==> config.mk <==
export PLATFORM = sky130hd
export DESIGN_NAME = program_stream_demux
export DESIGN_NICKNAME = d
export VERILOG_FILES = /design/src/rtl/psd_pkg.sv /design/src/rtl/psd_parser.sv /design/src/rtl/program_stream_demux.sv
export VERILOG_INCLUDE_DIRS = /design/src /design/src/rtl
export SDC_FILE = /design/constraint.sdc
export NUM_CORES = 1
export LEC_CHECK = 0
export BUFFER_PORTS_ARGS = -buffer_cell sky130_fd_sc_hd__buf_2
export CORE_UTILIZATION = 55
export DETAILED_ROUTE_END_ITERATION = 10
export GPL_ROUTABILITY_DRIVEN = 0
export GPL_TIMING_DRIVEN = 0
export PLACE_DENSITY = 0.7
export RECOVER_POWER = 100
export REMOVE_ABC_BUFFERS = 1
export SLEW_MARGIN = 40
export SYNTH_ARGS = -nofsm -noshare
export SYNTH_HDL_FRONTEND = slang
export SYNTH_SLANG_ARGS = --single-unit
==> constraint.sdc <==
create_clock -name clk -period 7.3 [get_ports clk]
set_clock_uncertainty 0.05 [all_clocks]
set_input_delay 1.095 -clock clk [delete_from_list [all_inputs] [get_ports clk]]
set_output_delay 1.095 -clock clk [all_outputs]
set_load 0.05 [all_outputs]
==> src/rtl/program_stream_demux_defines.svh <==
// assertion macros for the program stream demultiplexer
`ifndef PROGRAM_STREAM_DEMUX_DEFINES_SVH
`define PROGRAM_STREAM_DEMUX_DEFINES_SVH
// implication checked on every clock edge outside reset
`define PSD_ASSERT_IMP(label, clk, rst_n, lhs, rhs) \
  label: assert property (@(posedge clk) disable iff (!rst_n) (lhs) |-> (rhs)) \
    else $error("assertion failed");
// next-cycle implication
`define PSD_ASSERT_NEXT(label, clk, rst_n, lhs, rhs) \
  label: assert property (@(posedge clk) disable iff (!rst_n) (lhs) |=> (rhs)) \
    else $error("assertion failed");
`endif

==> src/rtl/psd_pkg.sv <==
// package: parse phases, stream kinds and the adts rate table
`timescale 1ns / 1ps
package psd_pkg;
  typedef enum logic [14:0] {
    PH_WAIT      = 15'b000000000000001,
    PH_PACK      = 15'b000000000000010,
    PH_STUFF     = 15'b000000000000100,
    PH_NEXT4     = 15'b000000000001000,
    PH_SYS_LEN   = 15'b000000000010000,
    PH_SYS_SKIP  = 15'b000000000100000,
    PH_MAP_LEN   = 15'b000000001000000,
    PH_MAP_HDR   = 15'b000000010000000,
    PH_MAP_INFO  = 15'b000000100000000,
    PH_MAP_ESLEN = 15'b000001000000000,
    PH_MAP_ENTRY = 15'b000010000000000,
    PH_MAP_ESINF = 15'b000100000000000,
    PH_MAP_TAIL  = 15'b001000000000000,
    PH_PES_HDR   = 15'b010000000000000,
    PH_PAYLOAD   = 15'b100000000000000
  } phase_t;

  typedef enum logic [1:0] {
    KIND_NONE  = 2'd0,
    KIND_VIDEO = 2'd1,
    KIND_AUDIO = 2'd2
  } kind_t;

  localparam logic [1:0] CODEC_NONE = 2'd0;
  localparam logic [1:0] CODEC_G711 = 2'd1;
  localparam logic [1:0] CODEC_AAC  = 2'd2;

  localparam logic [7:0] SC_PACK = 8'hBA;
  localparam logic [7:0] SC_SYS  = 8'hBB;
  localparam logic [7:0] SC_MAP  = 8'hBC;
  localparam logic [7:0] ST_H264 = 8'h1B;
  localparam logic [7:0] ST_G711 = 8'h90;
  localparam logic [7:0] ST_AAC  = 8'h0F;

  typedef struct packed {
    logic [7:0]  es_byte;
    logic        es_kind;
    logic        new_pes;
    logic [32:0] pts_value;
    logic [1:0]  audio_codec;
    logic [16:0] sample_rate;
    logic [3:0]  channel_count;
  } result_t;

  function automatic logic [16:0] adts_rate(input logic [3:0] code);
    logic [16:0] r;
    case (code)
      4'd0:  r = 17'd96000;
      4'd1:  r = 17'd88200;
      4'd2:  r = 17'd64000;
      4'd3:  r = 17'd48000;
      4'd4:  r = 17'd44100;
      4'd5:  r = 17'd32000;
      4'd6:  r = 17'd24000;
      4'd7:  r = 17'd22050;
      4'd8:  r = 17'd16000;
      4'd9:  r = 17'd12000;
      4'd10: r = 17'd11025;
      4'd11: r = 17'd8000;
      4'd12: r = 17'd7350;
      default: r = 17'd0;
    endcase
    return r;
  endfunction
endpackage

==> src/rtl/psd_parser.sv <==
// byte parser: one stream byte in, at most one tagged payload byte out
`timescale 1ns / 1ps
`include "program_stream_demux_defines.svh"
module psd_parser
  import psd_pkg::*;
(
  input  logic    clk,
  input  logic    rst_n,
  input  logic    byte_en,
  input  logic [7:0] byte_in,
  output logic    res_en,
  output result_t res
);
  phase_t      phase_r, phase_nxt;
  logic [23:0] recent_r, recent_nxt;
  logic [15:0] fcnt_r, fcnt_nxt;
  logic [15:0] map_rem_r, map_rem_nxt;
  logic [15:0] skip_r, skip_nxt;
  logic [7:0]  hdr_r, hdr_nxt;
  logic        started_r, started_nxt;
  logic [8:0]  vid_r, vid_nxt, aid_r, aid_nxt;
  logic [1:0]  codec_r, codec_nxt;
  logic        adts_done_r, adts_done_nxt;
  logic [16:0] rate_r, rate_nxt;
  logic [3:0]  chan_r, chan_nxt;
  logic [32:0] vpts_r, vpts_nxt, apts_r, apts_nxt;
  logic        first_pes_r, first_pes_nxt;
  kind_t       kind_r, kind_nxt;
  logic [39:0] pts_sh_r, pts_sh_nxt;
  logic [1:0]  next_stage_r, next_stage_nxt;
  logic [15:0] es_left_r, es_left_nxt;
  logic [7:0]  map_type_r, map_type_nxt;
  logic [1:0]  dfill_r, dfill_nxt;
  logic        take_vpts_r, take_vpts_nxt, adts_pend_r, adts_pend_nxt;
  logic        first_out_r, first_out_nxt;

  logic        prefix, match, emit;
  logic [39:0] sh_new;
  logic [32:0] pts_dec;
  logic [15:0] used, sk_cat, es_cat, pidx;
  logic [16:0] hdr_end;
  logic [3:0]  freq;
  logic [2:0]  ch;

  always_comb begin
    prefix  = recent_r == 24'h000001;
    match   = ({1'b0, byte_in} == vid_r) || ({1'b0, byte_in} == aid_r);
    sh_new  = {pts_sh_r[31:0], byte_in};
    pts_dec = {sh_new[35:33], sh_new[31:17], sh_new[15:1]};
    sk_cat  = {skip_r[15:8], byte_in};
    es_cat  = {es_left_r[15:8], byte_in};
    used    = sk_cat + 16'd4;
    hdr_end = {9'd0, hdr_r} + 17'd8;
    pidx    = fcnt_r - ({8'd0, hdr_r} + 16'd9);
    freq    = recent_r[5:2];
    ch      = {recent_r[0], byte_in[7:6]};
    emit    = 1'b0;

    phase_nxt = phase_r; recent_nxt = {recent_r[15:0], byte_in};
    fcnt_nxt = fcnt_r; map_rem_nxt = map_rem_r; skip_nxt = skip_r; hdr_nxt = hdr_r;
    started_nxt = started_r; vid_nxt = vid_r; aid_nxt = aid_r; codec_nxt = codec_r;
    adts_done_nxt = adts_done_r; rate_nxt = rate_r; chan_nxt = chan_r;
    vpts_nxt = vpts_r; apts_nxt = apts_r; first_pes_nxt = first_pes_r;
    kind_nxt = kind_r; pts_sh_nxt = pts_sh_r; next_stage_nxt = next_stage_r;
    es_left_nxt = es_left_r; map_type_nxt = map_type_r; dfill_nxt = dfill_r;
    take_vpts_nxt = take_vpts_r; adts_pend_nxt = adts_pend_r;
    first_out_nxt = first_out_r;

    if (prefix && byte_in == SC_PACK) begin
      phase_nxt = PH_PACK; fcnt_nxt = 16'd4; first_pes_nxt = 1'b1; dfill_nxt = 2'd0;
    end else begin
      case (phase_r)
        PH_PACK: begin
          if (fcnt_r == 16'd13) begin
            skip_nxt = {13'd0, byte_in[2:0]};
            fcnt_nxt = 16'd0;
            if (byte_in[2:0] != 3'd0) phase_nxt = PH_STUFF;
            else begin
              phase_nxt = PH_NEXT4; next_stage_nxt = 2'd0;
            end
          end else fcnt_nxt = fcnt_r + 16'd1;
        end
        PH_STUFF: begin
          skip_nxt = skip_r - 16'd1;
          if (skip_r == 16'd1) begin
            phase_nxt = PH_NEXT4; next_stage_nxt = 2'd0; fcnt_nxt = 16'd0;
          end
        end
        PH_NEXT4: begin
          if (fcnt_r < 16'd3) fcnt_nxt = fcnt_r + 16'd1;
          else if (prefix && byte_in == SC_SYS && next_stage_r == 2'd0) begin
            phase_nxt = PH_SYS_LEN; fcnt_nxt = 16'd0;
          end else if (prefix && byte_in == SC_MAP && next_stage_r <= 2'd1) begin
            started_nxt = 1'b1; phase_nxt = PH_MAP_LEN; fcnt_nxt = 16'd0;
          end else if (prefix && started_r && match) begin
            // start of a pes
            kind_nxt = ({1'b0, byte_in} == vid_r) ? KIND_VIDEO : KIND_AUDIO;
            take_vpts_nxt = first_pes_r; first_pes_nxt = 1'b0;
            adts_pend_nxt = ({1'b0, byte_in} != vid_r) && !adts_done_r &&
                            codec_r == CODEC_AAC;
            phase_nxt = PH_PES_HDR; fcnt_nxt = 16'd4; dfill_nxt = 2'd0;
            first_out_nxt = 1'b1;
          end else phase_nxt = PH_WAIT;
        end
        PH_SYS_LEN: begin
          if (fcnt_r == 16'd0) begin
            skip_nxt = {byte_in, 8'd0}; fcnt_nxt = 16'd1;
          end else begin
            skip_nxt = sk_cat;
            if (sk_cat != 16'd0) phase_nxt = PH_SYS_SKIP;
            else begin
              phase_nxt = PH_NEXT4; next_stage_nxt = 2'd1; fcnt_nxt = 16'd0;
            end
          end
        end
        PH_SYS_SKIP: begin
          skip_nxt = skip_r - 16'd1;
          if (skip_r == 16'd1) begin
            phase_nxt = PH_NEXT4; next_stage_nxt = 2'd1; fcnt_nxt = 16'd0;
          end
        end
        PH_MAP_LEN: begin
          if (fcnt_r == 16'd0) begin
            map_rem_nxt = {byte_in, 8'd0}; fcnt_nxt = 16'd1;
          end else begin
            map_rem_nxt = {map_rem_r[15:8], byte_in};
            fcnt_nxt = 16'd0;
            if ({map_rem_r[15:8], byte_in} == 16'd0) begin
              phase_nxt = PH_NEXT4; next_stage_nxt = 2'd2;
            end else phase_nxt = PH_MAP_HDR;
          end
        end
        PH_MAP_HDR, PH_MAP_INFO, PH_MAP_ESLEN, PH_MAP_ENTRY, PH_MAP_ESINF,
        PH_MAP_TAIL: begin
          map_rem_nxt = map_rem_r - 16'd1;
          case (phase_r)
            PH_MAP_HDR: begin
              if (fcnt_r == 16'd2) skip_nxt = {byte_in, 8'd0};
              if (fcnt_r == 16'd3) begin
                skip_nxt = sk_cat; fcnt_nxt = 16'd0;
                phase_nxt = (sk_cat != 16'd0) ? PH_MAP_INFO : PH_MAP_ESLEN;
              end else fcnt_nxt = fcnt_r + 16'd1;
            end
            PH_MAP_INFO: begin
              skip_nxt = skip_r - 16'd1;
              if (skip_r == 16'd1) begin
                phase_nxt = PH_MAP_ESLEN; fcnt_nxt = 16'd0;
              end
            end
            PH_MAP_ESLEN: begin
              if (fcnt_r == 16'd0) begin
                es_left_nxt = {byte_in, 8'd0}; fcnt_nxt = 16'd1;
              end else begin
                es_left_nxt = es_cat; fcnt_nxt = 16'd0;
                phase_nxt = (es_cat != 16'd0) ? PH_MAP_ENTRY : PH_MAP_TAIL;
              end
            end
            PH_MAP_ENTRY: begin
              if (fcnt_r == 16'd0) begin
                map_type_nxt = byte_in; fcnt_nxt = 16'd1;
              end else if (fcnt_r == 16'd1) begin
                fcnt_nxt = 16'd2;
                if (map_type_r == ST_H264) vid_nxt = {1'b0, byte_in};
                else if (map_type_r == ST_G711) begin
                  aid_nxt = {1'b0, byte_in}; codec_nxt = CODEC_G711;
                  rate_nxt = 17'd8000; chan_nxt = 4'd1;
                end else if (map_type_r == ST_AAC) begin
                  aid_nxt = {1'b0, byte_in}; codec_nxt = CODEC_AAC;
                end
              end else if (fcnt_r == 16'd2) begin
                skip_nxt = {byte_in, 8'd0}; fcnt_nxt = 16'd3;
              end else begin
                skip_nxt = sk_cat; fcnt_nxt = 16'd0;
                // 4 + length overflows 16 bits only when it exceeds es_left anyway
                if (sk_cat < 16'hFFFC && es_left_r > used) es_left_nxt = es_left_r - used;
                else es_left_nxt = 16'd0;
                if (sk_cat != 16'd0) phase_nxt = PH_MAP_ESINF;
                else phase_nxt = (es_left_nxt != 16'd0) ? PH_MAP_ENTRY : PH_MAP_TAIL;
              end
            end
            PH_MAP_ESINF: begin
              skip_nxt = skip_r - 16'd1;
              if (skip_r == 16'd1) begin
                fcnt_nxt = 16'd0;
                phase_nxt = (es_left_r != 16'd0) ? PH_MAP_ENTRY : PH_MAP_TAIL;
              end
            end
            default: ;
          endcase
          if (map_rem_r == 16'd1) begin
            phase_nxt = PH_NEXT4; next_stage_nxt = 2'd2; fcnt_nxt = 16'd0;
          end
        end
        PH_PES_HDR: begin
          if (fcnt_r == 16'd8) hdr_nxt = byte_in;
          if (fcnt_r >= 16'd9 && fcnt_r <= 16'd13) begin
            pts_sh_nxt = sh_new;
            if (fcnt_r == 16'd13) begin
              if (kind_r == KIND_VIDEO) begin
                if (take_vpts_r) vpts_nxt = pts_dec;
              end else apts_nxt = pts_dec;
            end
          end
          if (fcnt_r != 16'hFFFF) fcnt_nxt = fcnt_r + 16'd1;
          if (fcnt_r >= 16'd8 && {1'b0, fcnt_r} >=
              ((fcnt_r == 16'd8) ? {9'd0, byte_in} + 17'd8 : hdr_end))
            phase_nxt = PH_PAYLOAD;
        end
        PH_PAYLOAD: begin
          if (adts_pend_r && pidx == 16'd3) begin
            adts_pend_nxt = 1'b0;
            if (recent_r[23:16] != 8'hFF || recent_r[15:12] != 4'hF ||
                freq > 4'd12 || ch == 3'd0) begin
              phase_nxt = PH_WAIT;
            end else begin
              rate_nxt = adts_rate(freq);
              chan_nxt = (ch == 3'd7) ? 4'd8 : {1'b0, ch};
              adts_done_nxt = 1'b1;
            end
          end
          if (phase_nxt == PH_WAIT) begin
          end else if (dfill_r == 2'd3 && prefix && match) begin
            // start code inside the payload begins the next pes
            kind_nxt = ({1'b0, byte_in} == vid_r) ? KIND_VIDEO : KIND_AUDIO;
            take_vpts_nxt = first_pes_r; first_pes_nxt = 1'b0;
            adts_pend_nxt = ({1'b0, byte_in} != vid_r) && !adts_done_nxt &&
                            codec_r == CODEC_AAC;
            phase_nxt = PH_PES_HDR; fcnt_nxt = 16'd4; dfill_nxt = 2'd0;
            first_out_nxt = 1'b1;
          end else begin
            if (fcnt_r >= 16'd9 && fcnt_r <= 16'd13) begin
              pts_sh_nxt = sh_new;
              if (fcnt_r == 16'd13) begin
                if (kind_r == KIND_VIDEO) begin
                  if (take_vpts_r) vpts_nxt = pts_dec;
                end else apts_nxt = pts_dec;
              end
            end
            if (fcnt_r != 16'hFFFF) fcnt_nxt = fcnt_r + 16'd1;
            if (dfill_r != 2'd3) dfill_nxt = dfill_r + 2'd1;
            else begin
              emit = 1'b1; first_out_nxt = 1'b0;
            end
          end
        end
        default: ;
      endcase
    end
  end

  always_ff @(posedge clk) begin
    if (!rst_n) begin
      phase_r <= PH_WAIT; recent_r <= '0; fcnt_r <= '0; map_rem_r <= '0;
      skip_r <= '0; hdr_r <= '0; started_r <= 1'b0; vid_r <= 9'h1FF; aid_r <= 9'h1FF;
      codec_r <= CODEC_NONE; adts_done_r <= 1'b0; rate_r <= '0; chan_r <= '0;
      vpts_r <= '0; apts_r <= '0; first_pes_r <= 1'b1; kind_r <= KIND_NONE;
      pts_sh_r <= '0; next_stage_r <= '0; es_left_r <= '0; map_type_r <= '0;
      dfill_r <= '0; take_vpts_r <= 1'b0; adts_pend_r <= 1'b0; first_out_r <= 1'b0;
      res_en <= 1'b0;
    end else begin
      res_en <= byte_en && emit;
      if (byte_en) begin
        phase_r <= phase_nxt; recent_r <= recent_nxt; fcnt_r <= fcnt_nxt;
        map_rem_r <= map_rem_nxt; skip_r <= skip_nxt; hdr_r <= hdr_nxt;
        started_r <= started_nxt; vid_r <= vid_nxt; aid_r <= aid_nxt;
        codec_r <= codec_nxt; adts_done_r <= adts_done_nxt; rate_r <= rate_nxt;
        chan_r <= chan_nxt; vpts_r <= vpts_nxt; apts_r <= apts_nxt;
        first_pes_r <= first_pes_nxt; kind_r <= kind_nxt; pts_sh_r <= pts_sh_nxt;
        next_stage_r <= next_stage_nxt; es_left_r <= es_left_nxt;
        map_type_r <= map_type_nxt; dfill_r <= dfill_nxt;
        take_vpts_r <= take_vpts_nxt; adts_pend_r <= adts_pend_nxt;
        first_out_r <= first_out_nxt;
      end
    end
  end

  // result register: pts and adts fields include any latch made by this byte
  always_ff @(posedge clk) begin
    if (byte_en && emit) begin
      res.es_byte       <= recent_r[23:16];
      res.es_kind       <= kind_r == KIND_AUDIO;
      res.new_pes       <= first_out_r;
      res.pts_value     <= (kind_r == KIND_AUDIO) ? apts_nxt : vpts_nxt;
      res.audio_codec   <= codec_r;
      res.sample_rate   <= rate_nxt;
      res.channel_count <= chan_nxt;
    end
  end

  `PSD_ASSERT_IMP(a_no_emit_before_map, clk, rst_n, !started_r, !(byte_en && emit))
  `PSD_ASSERT_IMP(a_emit_in_payload, clk, rst_n, byte_en && emit,
                  phase_r == PH_PAYLOAD && dfill_r == 2'd3)
  `PSD_ASSERT_NEXT(a_pack_resets_delay, clk, rst_n,
                   byte_en && recent_r == 24'h000001 && byte_in == SC_PACK,
                   phase_r == PH_PACK && dfill_r == 2'd0)
endmodule

==> src/rtl/program_stream_demux.sv <==
// top level: program stream demultiplexer with skid-buffered output
`timescale 1ns / 1ps
// Takes one program-stream byte per clock and gives at most one tagged
// payload byte per input byte, three bytes late: a payload byte is written to
// the parser's result register when the third byte behind it is accepted,
// then enters the output queue and is offered. A byte is accepted whenever the
// four-entry output queue has room for every result still in flight, so the
// rate is one byte per cycle while the consumer keeps up; input stalls only
// once the queue has backed up. Parsing is one registered pass per byte through
// the pack, system header, stream map and PES header fields.
`include "program_stream_demux_defines.svh"
module program_stream_demux
  import psd_pkg::*;
(
  input  logic        clk,
  input  logic        rst_n,
  input  logic        in_valid,
  output logic        in_ready,
  input  logic [7:0]  in_byte,
  output logic        out_valid,
  input  logic        out_ready,
  output logic [7:0]  out_es_byte,
  output logic        out_es_kind,
  output logic        out_new_pes,
  output logic [32:0] out_pts_value,
  output logic [1:0]  out_audio_codec,
  output logic [16:0] out_sample_rate,
  output logic [3:0]  out_channel_count
);
  logic    res_en;
  result_t res;
  result_t q_r [4];
  logic [2:0] cnt_r;
  logic [1:0] rd_ptr_r, wr_ptr_r;
  logic    pop, acc;

  assign acc = in_valid && in_ready;
  // one result may already be in flight from the parser register
  assign in_ready = (cnt_r + {2'b00, res_en}) < 3'd4;
  assign out_valid = cnt_r != 3'd0;
  assign pop = out_valid && out_ready;

  psd_parser u_parser (
    .clk(clk), .rst_n(rst_n), .byte_en(acc), .byte_in(in_byte),
    .res_en(res_en), .res(res)
  );

  always_ff @(posedge clk) begin
    if (!rst_n) begin
      cnt_r <= '0; rd_ptr_r <= '0; wr_ptr_r <= '0;
    end else begin
      if (res_en) wr_ptr_r <= wr_ptr_r + 2'd1;
      if (pop) rd_ptr_r <= rd_ptr_r + 2'd1;
      cnt_r <= cnt_r + {2'b00, res_en} - {2'b00, pop};
    end
  end

  always_ff @(posedge clk) begin
    if (res_en) q_r[wr_ptr_r] <= res;
  end

  assign out_es_byte       = q_r[rd_ptr_r].es_byte;
  assign out_es_kind       = q_r[rd_ptr_r].es_kind;
  assign out_new_pes       = q_r[rd_ptr_r].new_pes;
  assign out_pts_value     = q_r[rd_ptr_r].pts_value;
  assign out_audio_codec   = q_r[rd_ptr_r].audio_codec;
  assign out_sample_rate   = q_r[rd_ptr_r].sample_rate;
  assign out_channel_count = q_r[rd_ptr_r].channel_count;

  `PSD_ASSERT_IMP(a_no_overflow, clk, rst_n, res_en, cnt_r != 3'd4)
  `PSD_ASSERT_IMP(a_count_bound, clk, rst_n, 1'b1, cnt_r <= 3'd4)
  `PSD_ASSERT_NEXT(a_hold_when_full, clk, rst_n, cnt_r == 3'd4 && !out_ready,
                   $stable(rd_ptr_r))
endmodule

Yosys cells after proc, flatten, opt, wreduce, memory -nomap -nowiden
Memory sizes are Yosys's and may differ from the RTL's. A register that Yosys moved wholly into a read port is not among the register bits.
Cells that the tools add are included.
Storage, ports and cells
  register bits after elaboration: 352
  memory bits (writable): 264
  ROM bits: 272
  input bits: 12
  logic and storage cells: 426
  memories: 2
Operators by class
  add/subtract/negate cells: 14
  order comparisons: 10
  equal/unequal tests: 95
  multiplexer cells: 192
  bitwise operators: 5
  reductions and logical operators: 69
Memory list
  (no name shown): depth 16, bits a word 17, read ports 1, clocked after Yosys merged registers in 1, wr ports 0, line psd_pkg.sv:51  | case (code)
  q_r: depth 4, bits a word 66, read ports 1, clocked after Yosys merged registers in 1, wr ports 1, line program_stream_demux.sv:32  | result_t q_r [4];
Operators with widths (number)
  two-way mux 16 bit: 33
  two-way mux 33 bit: 14
  two-way mux 15 bit: 24
  two-way mux 17 bit: 9
  case mux 33 bit (2 select lines): 2
  case mux 16 bit (4 select lines): 2
  case mux 16 bit (8 select lines): 1
  two-way mux 40 bit: 3
  case mux 15 bit (8 select lines): 1
  case mux 40 bit (2 select lines): 1
  case mux 15 bit (5 select lines): 1
  case mux 16 bit (2 select lines): 2
  nonzero test 16 bit: 4
  two-way mux 2 bit: 29
  equality test 16 x 1 -> 1 bit (second input constant): 3
  equality test 16 x 2 -> 1 bit (second input constant): 3
  two-way mux 4 bit: 12
  case mux 16 bit (3 select lines): 1
  AND reduction 8 bit: 5
  two-way mux 1 bit: 39
  two-way mux 13 bit: 3
  case mux 17 bit (2 select lines): 1
  equality test 16 x 4 -> 1 bit (second input constant): 2
  equality test 8 bit (second input constant): 4
  other kinds (88): 186

Logic depth before layout (Yosys ltp)
Gate-level depths: netlist of run 1.
  depth after elaboration: 20
  depth in mapped cells: 24

Hierarchy
A second synthesis of run 1 with hierarchy kept.
Unflattened totals
  cell total of the unflattened synthesis: 2724
  area, all modules: 29405.7 um2
By module, submodules not included
  psd_parser: times used 1, cells each 2335, area an instance 19406.1 um2, seq. area each 7647.3 um2
  program_stream_demux: times used 1, cells each 389, area an instance 9999.6 um2, seq. area each 8107.8 um2

Worst setup path before layout of run 1
No wires, ideal clock.
  path type: register to register
  start point: register u_parser.fcnt_r[9]
  end point: register u_parser.phase_r[10]
  library setup time: 0.058 ns
  arrival time: 5.389 ns
  data required time: 7.192 ns
  path slack: 1.804 ns
  stages on the path, launching flop included: 23
  clock period less this slack: 5.496 ns
  cell sequence: dfxtp_1 -> buf_6 -> or4_4 -> nor4_1 -> nand3_1 -> or3_1 -> clkbuf_1 -> o21ai_0 -> ha_1 -> nor2b_1 -> a21oi_1 -> a211oi_1 -> a21oi_1 -> ha_1 -> nand2_1 -> or3_1 -> a211oi_1 -> o32a_1 -> o221ai_2 -> or4_4 -> or4_1 -> o41ai_1 -> a21o_1
On the way
  word-level cells in the longest chain between the ends: 10
  elaborated cells between the ends (all ways): 33
Ends and longest elaborated chain
  from (decl): line psd_parser.sv:16  | logic [15:0] fcnt_r, fcnt_nxt;
  from (signal assigned): line psd_parser.sv:263  | phase_r <= phase_nxt; recent_r <= recent_nxt; fcnt_r <= fcnt_nxt;
  subtractor 16 bit: line psd_parser.sv:54  | pidx = fcnt_r - ({8'd0, hdr_r} + 16'd9);
  equality test 16 x 2 -> 1 bit: line psd_parser.sv:210  | if (adts_pend_r && pidx == 16'd3) begin
  logical AND 1 bit: line psd_parser.sv:210
  two-way mux 15 bit: line psd_parser.sv:210
  two-way mux 15 bit: line psd_parser.sv:72  | case (phase_r)
  two-way mux 15 bit: line psd_parser.sv:69  | if (prefix && byte_in == SC_PACK) begin
  equality test 15 x 1 -> 1 bit / two-way mux 15 bit (equally long branches): line psd_parser.sv:221, psd_parser.sv:222
  two-way mux 15 bit: line psd_parser.sv:221  | if (phase_nxt == PH_WAIT) begin
  case mux 15 bit (8 select lines): line psd_parser.sv:72
  two-way mux 15 bit: line psd_parser.sv:69
  to (signal assigned): line psd_parser.sv:263
  to (decl): line psd_parser.sv:14  | phase_t phase_r, phase_nxt;
Parallel ways exist; a longest one is shown, timed or not. The select of a mux whose other input is x is not followed.
A chain may end at the register's enable or synchronous reset.

Final worst setup path of run 1
  start point: input in_byte[2]
  end point: register u_parser.phase_r[10]
On the way
  word-level cells in the longest chain between the ends: 20
  elaborated cells between the ends (all ways): 63
Ends and longest elaborated chain
  from (decl): line program_stream_demux.sv:19  | input logic [7:0] in_byte,
  adder 16 x 3 -> 16 bit: line psd_parser.sv:52  | used = sk_cat + 16'd4;
  > comparator 16 bit: line psd_parser.sv:175  | if (sk_cat < 16'hFFFC && es_left_r > used) es_left_nxt = es_left_r - used;
  logical AND 1 bit: line psd_parser.sv:175
  two-way mux 16 bit: line psd_parser.sv:175
  two-way mux 16 bit: line psd_parser.sv:170  | end else if (fcnt_r == 16'd2) begin
  two-way mux 16 bit: line psd_parser.sv:161  | end else if (fcnt_r == 16'd1) begin
  two-way mux 16 bit: line psd_parser.sv:159  | if (fcnt_r == 16'd0) begin
  two-way mux 16 bit: line psd_parser.sv:136  | case (phase_r)
  (+4 left out)
  two-way mux 15 bit: line psd_parser.sv:177  | if (sk_cat != 16'd0) phase_nxt = PH_MAP_ESINF;
  two-way mux 15 bit: line psd_parser.sv:170
  two-way mux 15 bit: line psd_parser.sv:161
  two-way mux 15 bit: line psd_parser.sv:159
  case mux 15 bit (5 select lines): line psd_parser.sv:136
  two-way mux 15 bit: line psd_parser.sv:190  | if (map_rem_r == 16'd1) begin
  case mux 15 bit (8 select lines): line psd_parser.sv:72
  two-way mux 15 bit: line psd_parser.sv:69
Parallel ways exist; a longest one is shown, timed or not. The select of a mux whose other input is x is not followed.

==> run summary, run 1 <==
RUN STATUS
------------------------------------------------------------------------------------------
Status ...................................................................... complete, but fails checks
Failing checks .............................................................. capacitance limit, slew limit

CLOCK NETWORK
------------------------------------------------------------------------------------------
TritonCTS clock tree ........................................................          yes
Number of setup buffers added after CTS .....................................            0
Hold-fix buffers, CTS .......................................................            0
CTS H-tree depth ............................................................            2
Resized cells post-CTS ......................................................            0
Num CTS Buffers .............................................................           61
Clock edge transition at the registers on the reported setup and hold paths .        70 ps
Clock Latency Late Sink .....................................................       630 ps
Clock sink count ............................................................          622
Clock root cell .............................................................    clkbuf_16
Max Root-Sink Buffers .......................................................            3

GLOBAL ROUTING
------------------------------------------------------------------------------------------
Leftover overflow at the end of global routing ..............................            0
Wire length of the first global-routing pass ................................    116000 um
Overall global routing resource usage .......................................        0.274
Pin count of the biggest net entering global routing ........................           82
Vias in the first global route ..............................................        21065
Initial antenna violation count .............................................            1

SYNTH
------------------------------------------------------------------------------------------
Number of standard cells after synthesis ....................................         2588
YS warnings .................................................................            0
Netlist area before placement ...............................................   0.0288 mm2
Most common flop cell mapped by yosys .......................................     edfxtp_1
Number of distinct library cells after synthesis ............................           88
Synthesized area per cell ...................................................     11.1 um2
Register area share after synthesis .........................................        0.546
Number of flip-flops and latches in the synthesized netlist .................          622
Proportion of synthesized flip-flops having asynchronous set or reset .......            0
Number of enable-type register cells in the synthesized netlist .............          330

LAYOUT
------------------------------------------------------------------------------------------
Antenna diode count .........................................................            0
Summed area of non-filler cells in the final layout .........................   0.0320 mm2
NumNets Final ...............................................................         2681
Final standard cell utilization of the core .................................        0.622
Combined area of the multi-input logic cells ................................   0.0124 mm2
Synthesis-to-layout area growth .............................................        11.1%
Fraction of layout instances using a drive strength above 1 .................        0.102
Seq. cell area ..............................................................   0.0158 mm2
Fill cells ..................................................................         4077

RUN
------------------------------------------------------------------------------------------
Max Cap Violations ..........................................................           15

DIE
------------------------------------------------------------------------------------------
Area inside the core boundary ...............................................   0.0515 mm2
Num ports ...................................................................           80
Die area ....................................................................   0.0534 mm2
Standard-cell rows ..........................................................           83
Die span in y ...............................................................       231 um
Initial standard-cell utilization of the core ...............................        0.560
Overall die width ...........................................................       231 um

WORST SETUP PATH
------------------------------------------------------------------------------------------
Highest-delay cell along the critical path ..................................       nor2_1
Endpoint required time on the critical path .................................      7830 ps
Longest individual stage delay on the worst path ............................      1180 ps
Crit Path Max Fanout ........................................................           20
Crit. End Element ...........................................................     register
List of cells traversed by the critical path ................................ clkbuf_1 > inv_1 > ha_1 > nand3b_1 > nor4_1 > clkbuf_1 > nor2_1 > nand2_1 > or4_1 > or4_1 > o41ai_1 > a21o_1
Type of element launching the critical path ................................. primary input
Arr. time, crit path ........................................................      7510 ps
Class of the most critical setup path .......................................    in -> reg

PWR
------------------------------------------------------------------------------------------
Portion of total power attributed to sequential cells .......................        0.494
Fraction of power consumed by the clock network .............................        0.442
Fraction of power consumed by combinational cells ...........................        0.064
Switching Share .............................................................        0.228
Switching power summed over all nets ........................................      1710 uW
Leakage power total .........................................................    0.0121 uW
Internal cell power .........................................................      5790 uW
Power density of the placed cells ...........................................   234 mW/mm2
Maximum resistive drop on vdd ...............................................     0.282 mV

PLACED DESIGN
------------------------------------------------------------------------------------------
DP Area .....................................................................   0.0302 mm2
Post-detailed-placement half-perimeter wirelength ...........................     48300 um
Buffers on Ports ............................................................           79

DRT
------------------------------------------------------------------------------------------
Per-cell routed wire length .................................................      22.0 um
Total via count after detailed routing ......................................        21493
DRC violation count after routing ...........................................            0
Number of optimization iterations in the first detailed-route pass ..........            8
Total wire length ...........................................................     73200 um
Vias per Instance ...........................................................         6.44
Routed Antenna Nets .........................................................            0
Iteration-0 DRC count of the detailed router ................................         2244

MIN PATH
------------------------------------------------------------------------------------------
Class of the worst hold path ................................................   reg -> reg

STA
------------------------------------------------------------------------------------------
Worst hold margin ...........................................................       375 ps
Final critical-path share of the clock period ...............................        0.956
Final max-slew violation count ..............................................          522
Setup TNS after final layout ................................................         0 ps
Number of failing hold endpoints at the final stage .........................            0
Min Clock Period, post-route ................................................      6980 ps
Max-Slew Margin vs Limit ....................................................        -1.11
Setup repair after global routing missed its margin .........................        false
Number of failing setup endpoints in the final timing report ................            0
Transition time at the pin with the least slew margin .......................      3170 ps
Max Clk Rate ................................................................    0.143 GHz

worst paths after layout:
check	startpoint	endpoint	slack (ps)	cells past startpoint
max	in_byte[2]	u_parser.phase_r[10]	320	12
min	u_parser.first_out_r	u_parser.res[56]	370	0
max reg2reg	u_parser.fcnt_r[10]	u_parser.phase_r[10]	470	20
min reg2reg	u_parser.first_out_r	u_parser.res[56]	370	0
logic make-up after synthesis:
logic type               synth area share
adder cells (fa/ha/maj)            0.0287
flip-flops                          0.546
AND/OR/NAND/NOR                     0.145
XOR/XNOR                           0.0210
buffers and inverters              0.0303
multiplexers                       0.0738
AO/OA/AOI/OAI                       0.155
cells in the final DEF, fill, tap and decap left out, types with 24 or more instances in the layout:
master,netlist,routed
a21o_1,46,46
clkbuf_16,0,62
a211oi_1,36,36
nand2_1,259,258
clkbuf_1,147,90
xor2_1,40,40
or3_1,25,25
and3_1,26,26
a31oi_1,26,24
ha_1,63,63
edfxtp_1,330,330
mux2i_1,62,62
o21ai_0,84,83
nand3_1,59,58
mux4_2,66,66
xnor2_1,29,29
nor2_1,191,191
inv_1,53,51
a22o_1,116,116
a21oi_1,130,128
nand4_1,35,35
dfxtp_1,292,291
nor4_1,45,37
nor3_1,69,62
power groups by stage:
stage          clock (uW)  combinational (uW)  sequential (uW)
2_1_floorplan           0                 281             3810
3_3_place_gp            0                 393             3840
3_5_place_dp            0                 485             3780
4_1_cts              3350                 487             3710
5_1_grt              3490                 513             3710
6_report             3310                 479             3710
cells in the mapped netlist, types with 53 or more instances:
master,instances,share of area
mux4_2,66,0.052
nand2_1,259,0.034
inv_1,53,0.0069
ha_1,63,0.027
o21ai_0,84,0.015
dfxtp_1,292,0.20
a22o_1,116,0.035
nor2_1,191,0.025
clkbuf_1,147,0.019
a21oi_1,130,0.023
nor3_1,69,0.012
nand3_1,59,0.010
edfxtp_1,330,0.34
mux2i_1,62,0.022
final cells by class:
cell class,count,area share
multi-input cells,1740,0.386
clock inverters,39,0.0147
flip-flops and latches,622,0.492
clock buffers,76,0.0532
inverters,53,0.00648
well taps,680,0.0266
repair buffers,126,0.0207
critical path, delay by kind of cell:
kind / cells / cell delay, ps
AND/OR/NAND/NOR: 6 / 3700
buffers and inverters: 3 / 2020
adder cells (fa/ha/maj): 1 / 460
AO/OA/AOI/OAI: 2 / 200
per-stage QoR:
| stage | cells | setup slack [ps] | power (uW) |
|---|---|---|---|
| after detailed placement | 3221 | 653 | 4270 |
| after CTS | 3336 | 646 | 7550 |
| final | 3336 | 324 | 7500 |
| after floorplan | 2415 | 1600 | 4090 |
| after global routing | 3336 | 282 | 7710 |
| after global placement | 3174 | -1570 | 4230 |
layer usage:
layer,GRT usage,routed length (um)
met2,0.448,34700
met1,0.363,30600
met5,0,0
met3,0.0382,5040
met4,0.121,2850
sequential cells by signal (all words and copies together), names as in the netlist, 17 cells and up, named ones only:
name,cells
u_parser.apts_r,33
q_r,264
u_parser.rate_r,17
u_parser.vpts_r,33
u_parser.recent_r,24
u_parser.res,66
u_parser.pts_sh_r,27
Note: power is estimated with default switching activity, not from simulation.
==> inputs of run 2 (changes only) <==
--- a/config.mk
+++ b/config.mk
@@ -7,6 +7,8 @@
 export NUM_CORES = 1
 export LEC_CHECK = 0
 export BUFFER_PORTS_ARGS = -buffer_cell sky130_fd_sc_hd__buf_2
+export CAP_MARGIN = 20
+export CORE_ASPECT_RATIO = 0.5
 export CORE_UTILIZATION = 55
 export DETAILED_ROUTE_END_ITERATION = 10
 export GPL_ROUTABILITY_DRIVEN = 0
==> run summary, run 2 (synthesis gave the netlist of run 1 again) <==
DRT
------------------------------------------------------------------------------------------
Iteration-0 DRC count of the detailed router ................................         2186   -2.6%
Per-cell routed wire length .................................................      21.9 um   -0.16%
Number of optimization iterations in the first detailed-route pass ..........            6   -2
Total via count after detailed routing ......................................        21303   -0.88%
DRC violation count after routing ...........................................            0   unchanged
Vias per Instance ...........................................................         6.39   -0.79%
Total wire length ...........................................................     73000 um   -0.25%
Routed Antenna Nets .........................................................            0   unchanged

WORST SETUP PATH
------------------------------------------------------------------------------------------
Worst path top cell family by delay ......................................... simple AND/OR/NAND/NOR gates
Worst R2R Start ............................................................. u_parser.fcnt_r[10]
Crit Path Max Fanout ........................................................           20   unchanged
Class of the most critical setup path .......................................    in -> reg
Type of element launching the critical path ................................. primary input
Longest individual stage delay on the worst path ............................      1320 ps   +140 ps
Endpoint required time on the critical path .................................      7800 ps   -30 ps
List of cells traversed by the critical path ................................ clkbuf_1 > inv_1 > ha_1 > nand3b_1 > nor4_1 > buf_4 > buf_2 > nor2_1 > nand2_1 > nor3b_2 > buf_2 > buf_4 > a22o_1
Highest-delay cell along the critical path ..................................     clkbuf_1
Crit. End Element ...........................................................     register
End of the worst register-to-register path .................................. u_parser.phase_r[10]
WP buf/inv ..................................................................            6   +3
Arr. time, crit path ........................................................      7800 ps   +290 ps
Logic depth of the worst register-to-register path ..........................           20   unchanged
Worst reg2reg setup slack ...................................................       510 ps   +40 ps

STA
------------------------------------------------------------------------------------------
Number of failing setup endpoints in the final timing report ................            0   unchanged
Min Clock Period, post-route ................................................      7300 ps   +324 ps
Final max-slew violation count ..............................................          574   +10%
Final critical-path share of the clock period ...............................         1.00   +0.0443
Setup TNS after final layout ................................................         0 ps   unchanged
Number of failing hold endpoints at the final stage .........................            0   unchanged
Max Clk Rate ................................................................    0.137 GHz   -4.4%
Setup repair after global routing missed its margin .........................        false
Transition time at the pin with the least slew margin .......................      3090 ps   -75.9 ps
Max-Slew Margin vs Limit ....................................................        -1.06   +0.0506

CLOCK NETWORK
------------------------------------------------------------------------------------------
Clock sink count ............................................................          622   unchanged
Clock root cell .............................................................    clkbuf_16
Max Root-Sink Buffers .......................................................            3   unchanged
Number of setup buffers added after CTS .....................................            0   unchanged
Clock Latency Late Sink .....................................................       610 ps   -20 ps
Clock edge transition at the registers on the reported setup and hold paths .        60 ps   about the same
Num CTS Buffers .............................................................           52   -15%
CTS H-tree depth ............................................................            2   unchanged
Hold-fix buffers, CTS .......................................................            0   unchanged
Resized cells post-CTS ......................................................            0   unchanged
TritonCTS clock tree ........................................................          yes

LAYOUT
------------------------------------------------------------------------------------------
Max reg flops ...............................................................          264   unchanged
Seq. cell area ..............................................................   0.0158 mm2   unchanged
Most used cells in the layout excluding fill and tap cells .................. edfxtp_1, dfxtp_1, nand2_1, nor2_1, a21oi_1
Post-route non-filler standard cell count ...................................         3333   -0.090%
Combined area of the multi-input logic cells ................................   0.0124 mm2   about the same
Fill cells ..................................................................         4033   -1.1%
Registers with the highest flip-flop counts ................................. q_r x264, u_parser.res x66
Antenna diode count .........................................................            0   unchanged
Synthesis-to-layout area growth .............................................        9.16%
Top reg by flops ............................................................          q_r
NumNets Final ...............................................................         2677   -0.15%
Fraction of layout instances using a drive strength above 1 .................       0.0897   -0.0127
Most common library cell in the layout ignoring fill and taps ...............     edfxtp_1

PWR
------------------------------------------------------------------------------------------
Maximum resistive drop on vdd ...............................................     0.162 mV   -43%
Leakage power total .........................................................    0.0118 uW   -2.4%
Tot Pwr .....................................................................      6850 uW   -8.7%
Power density of the placed cells ...........................................   217 mW/mm2   -7.1%

GLOBAL ROUTING
------------------------------------------------------------------------------------------
Vias in the first global route ..............................................        19919   -5.4%
Wire length of the first global-routing pass ................................    113000 um   -2.1%
Overall global routing resource usage .......................................        0.269   -0.00500
Leftover overflow at the end of global routing ..............................            0   unchanged
Pin count of the biggest net entering global routing ........................           88   +7.3%
Initial antenna violation count .............................................            0   -1

DIE
------------------------------------------------------------------------------------------
Overall die width ...........................................................       326 um   +41%
Area inside the core boundary ...............................................   0.0510 mm2   -0.96%
Num ports ...................................................................           80   unchanged
Initial standard-cell utilization of the core ...............................        0.565   +0.00541
Standard-cell rows ..........................................................           58   -30%
Die span in y ...............................................................       164 um   -29%
Die area ....................................................................   0.0534 mm2   +0.10%

PLACED DESIGN
------------------------------------------------------------------------------------------
Buffers on Ports ............................................................           79   unchanged
Post-detailed-placement half-perimeter wirelength ...........................     48300 um   about the same
Placed Instances ............................................................         3235   +0.43%

MIN PATH
------------------------------------------------------------------------------------------
Worst Hold End .............................................................. u_parser.vid_r[8]
Cell depth of the worst hold path ...........................................            2   +2
Class of the worst hold path ................................................   reg -> reg
Hold Startpoint ............................................................. u_parser.vid_r[8]

RUN
------------------------------------------------------------------------------------------
Max Cap Violations ..........................................................           19   +4

RUN STATUS
------------------------------------------------------------------------------------------
Failing checks .............................................................. capacitance limit, slew limit
Status ...................................................................... complete, but fails checks

-- run 2: cell types whose count changed in the layout (fill, tap and decap cells not counted), moves of 3 or more --
cell,change
clkbuf_1,+21
clkbuf_8,-4
bufinv_16,-8
clkinvlp_4,-3
clkinv_2,-6
clkbuf_16,-10
-- run 2: cell type report --
| class | count | area share |
|---|---|---|
| inverter | 53 | 0.00660 |
| tap | 690 | 0.0274 |
| clock inverter | 19 | 0.00457 |
| sequential | 622 | 0.501 |
| multi-input combinational | 1740 | 0.393 |
| clock buffer | 78 | 0.0463 |
| timing repair buffer | 131 | 0.0215 |
-- run 2: how the worst max path moves through the flow --
| stage | startpoint | end | cells after the start |
|---|---|---|---|
| finish | in_byte[2] | u_parser.vpts_r[12] | 13 |
| floorplan | u_parser.res_en | u_parser.vpts_r[0] | 8 |
| global placement | in_byte[2] | u_parser.vpts_r[17] | 8 |
| CTS | u_parser.fcnt_r[10] | u_parser.phase_r[10] | 20 |
| global route | in_byte[2] | u_parser.vpts_r[2] | 13 |
| detailed placement | u_parser.fcnt_r[10] | u_parser.phase_r[10] | 20 |
-- run 2: where the power goes --
group	leakage (uW)	internal, uW	switching [uW]
clock network	0.000777	1400	1280
logic	0.00529	151	308
registers	0.00571	3670	37.3
total	0.0118	5220	1620
-- run 2: worst reg2reg max path, delay by kind of cell (launching register included) --
family | cells | cell delay, ps
and+or+nand+nor | 9 | 3950
AOI/OAI and AO/OA | 9 | 1750
adders and majority gates | 2 | 550
DFF | 1 | 440
-- run 2: layer usage --
| metal | up-vias | share of wire | GRT usage |
|---|---|---|---|
| met3 | 172 | 0.077 | 0.0436 |
| met1 | 10421 | 0.44 | 0.380 |
| met5 | - | 0 | 0 |
| met4 | 0 | 0.033 | 0.0918 |
| met2 | 866 | 0.45 | 0.424 |
| li1 | 9844 | - | - |
-- run 2: metrics by stage --
| step | setup slack, ps | util | hold slack [ps] | instance area [um2] |
|---|---|---|---|---|
| after detailed placement | 684 | 0.593 | 370 | 30300 |
| after floorplan | 1600 | - | 358 | 28200 |
| final | 0.806 | 0.617 | 395 | 31500 |
| after global routing | 140 | 0.617 | 403 | 31500 |
| after CTS | 649 | 0.625 | 386 | 31900 |
| after global placement | -2090 | 0.577 | 365 | 29400 |
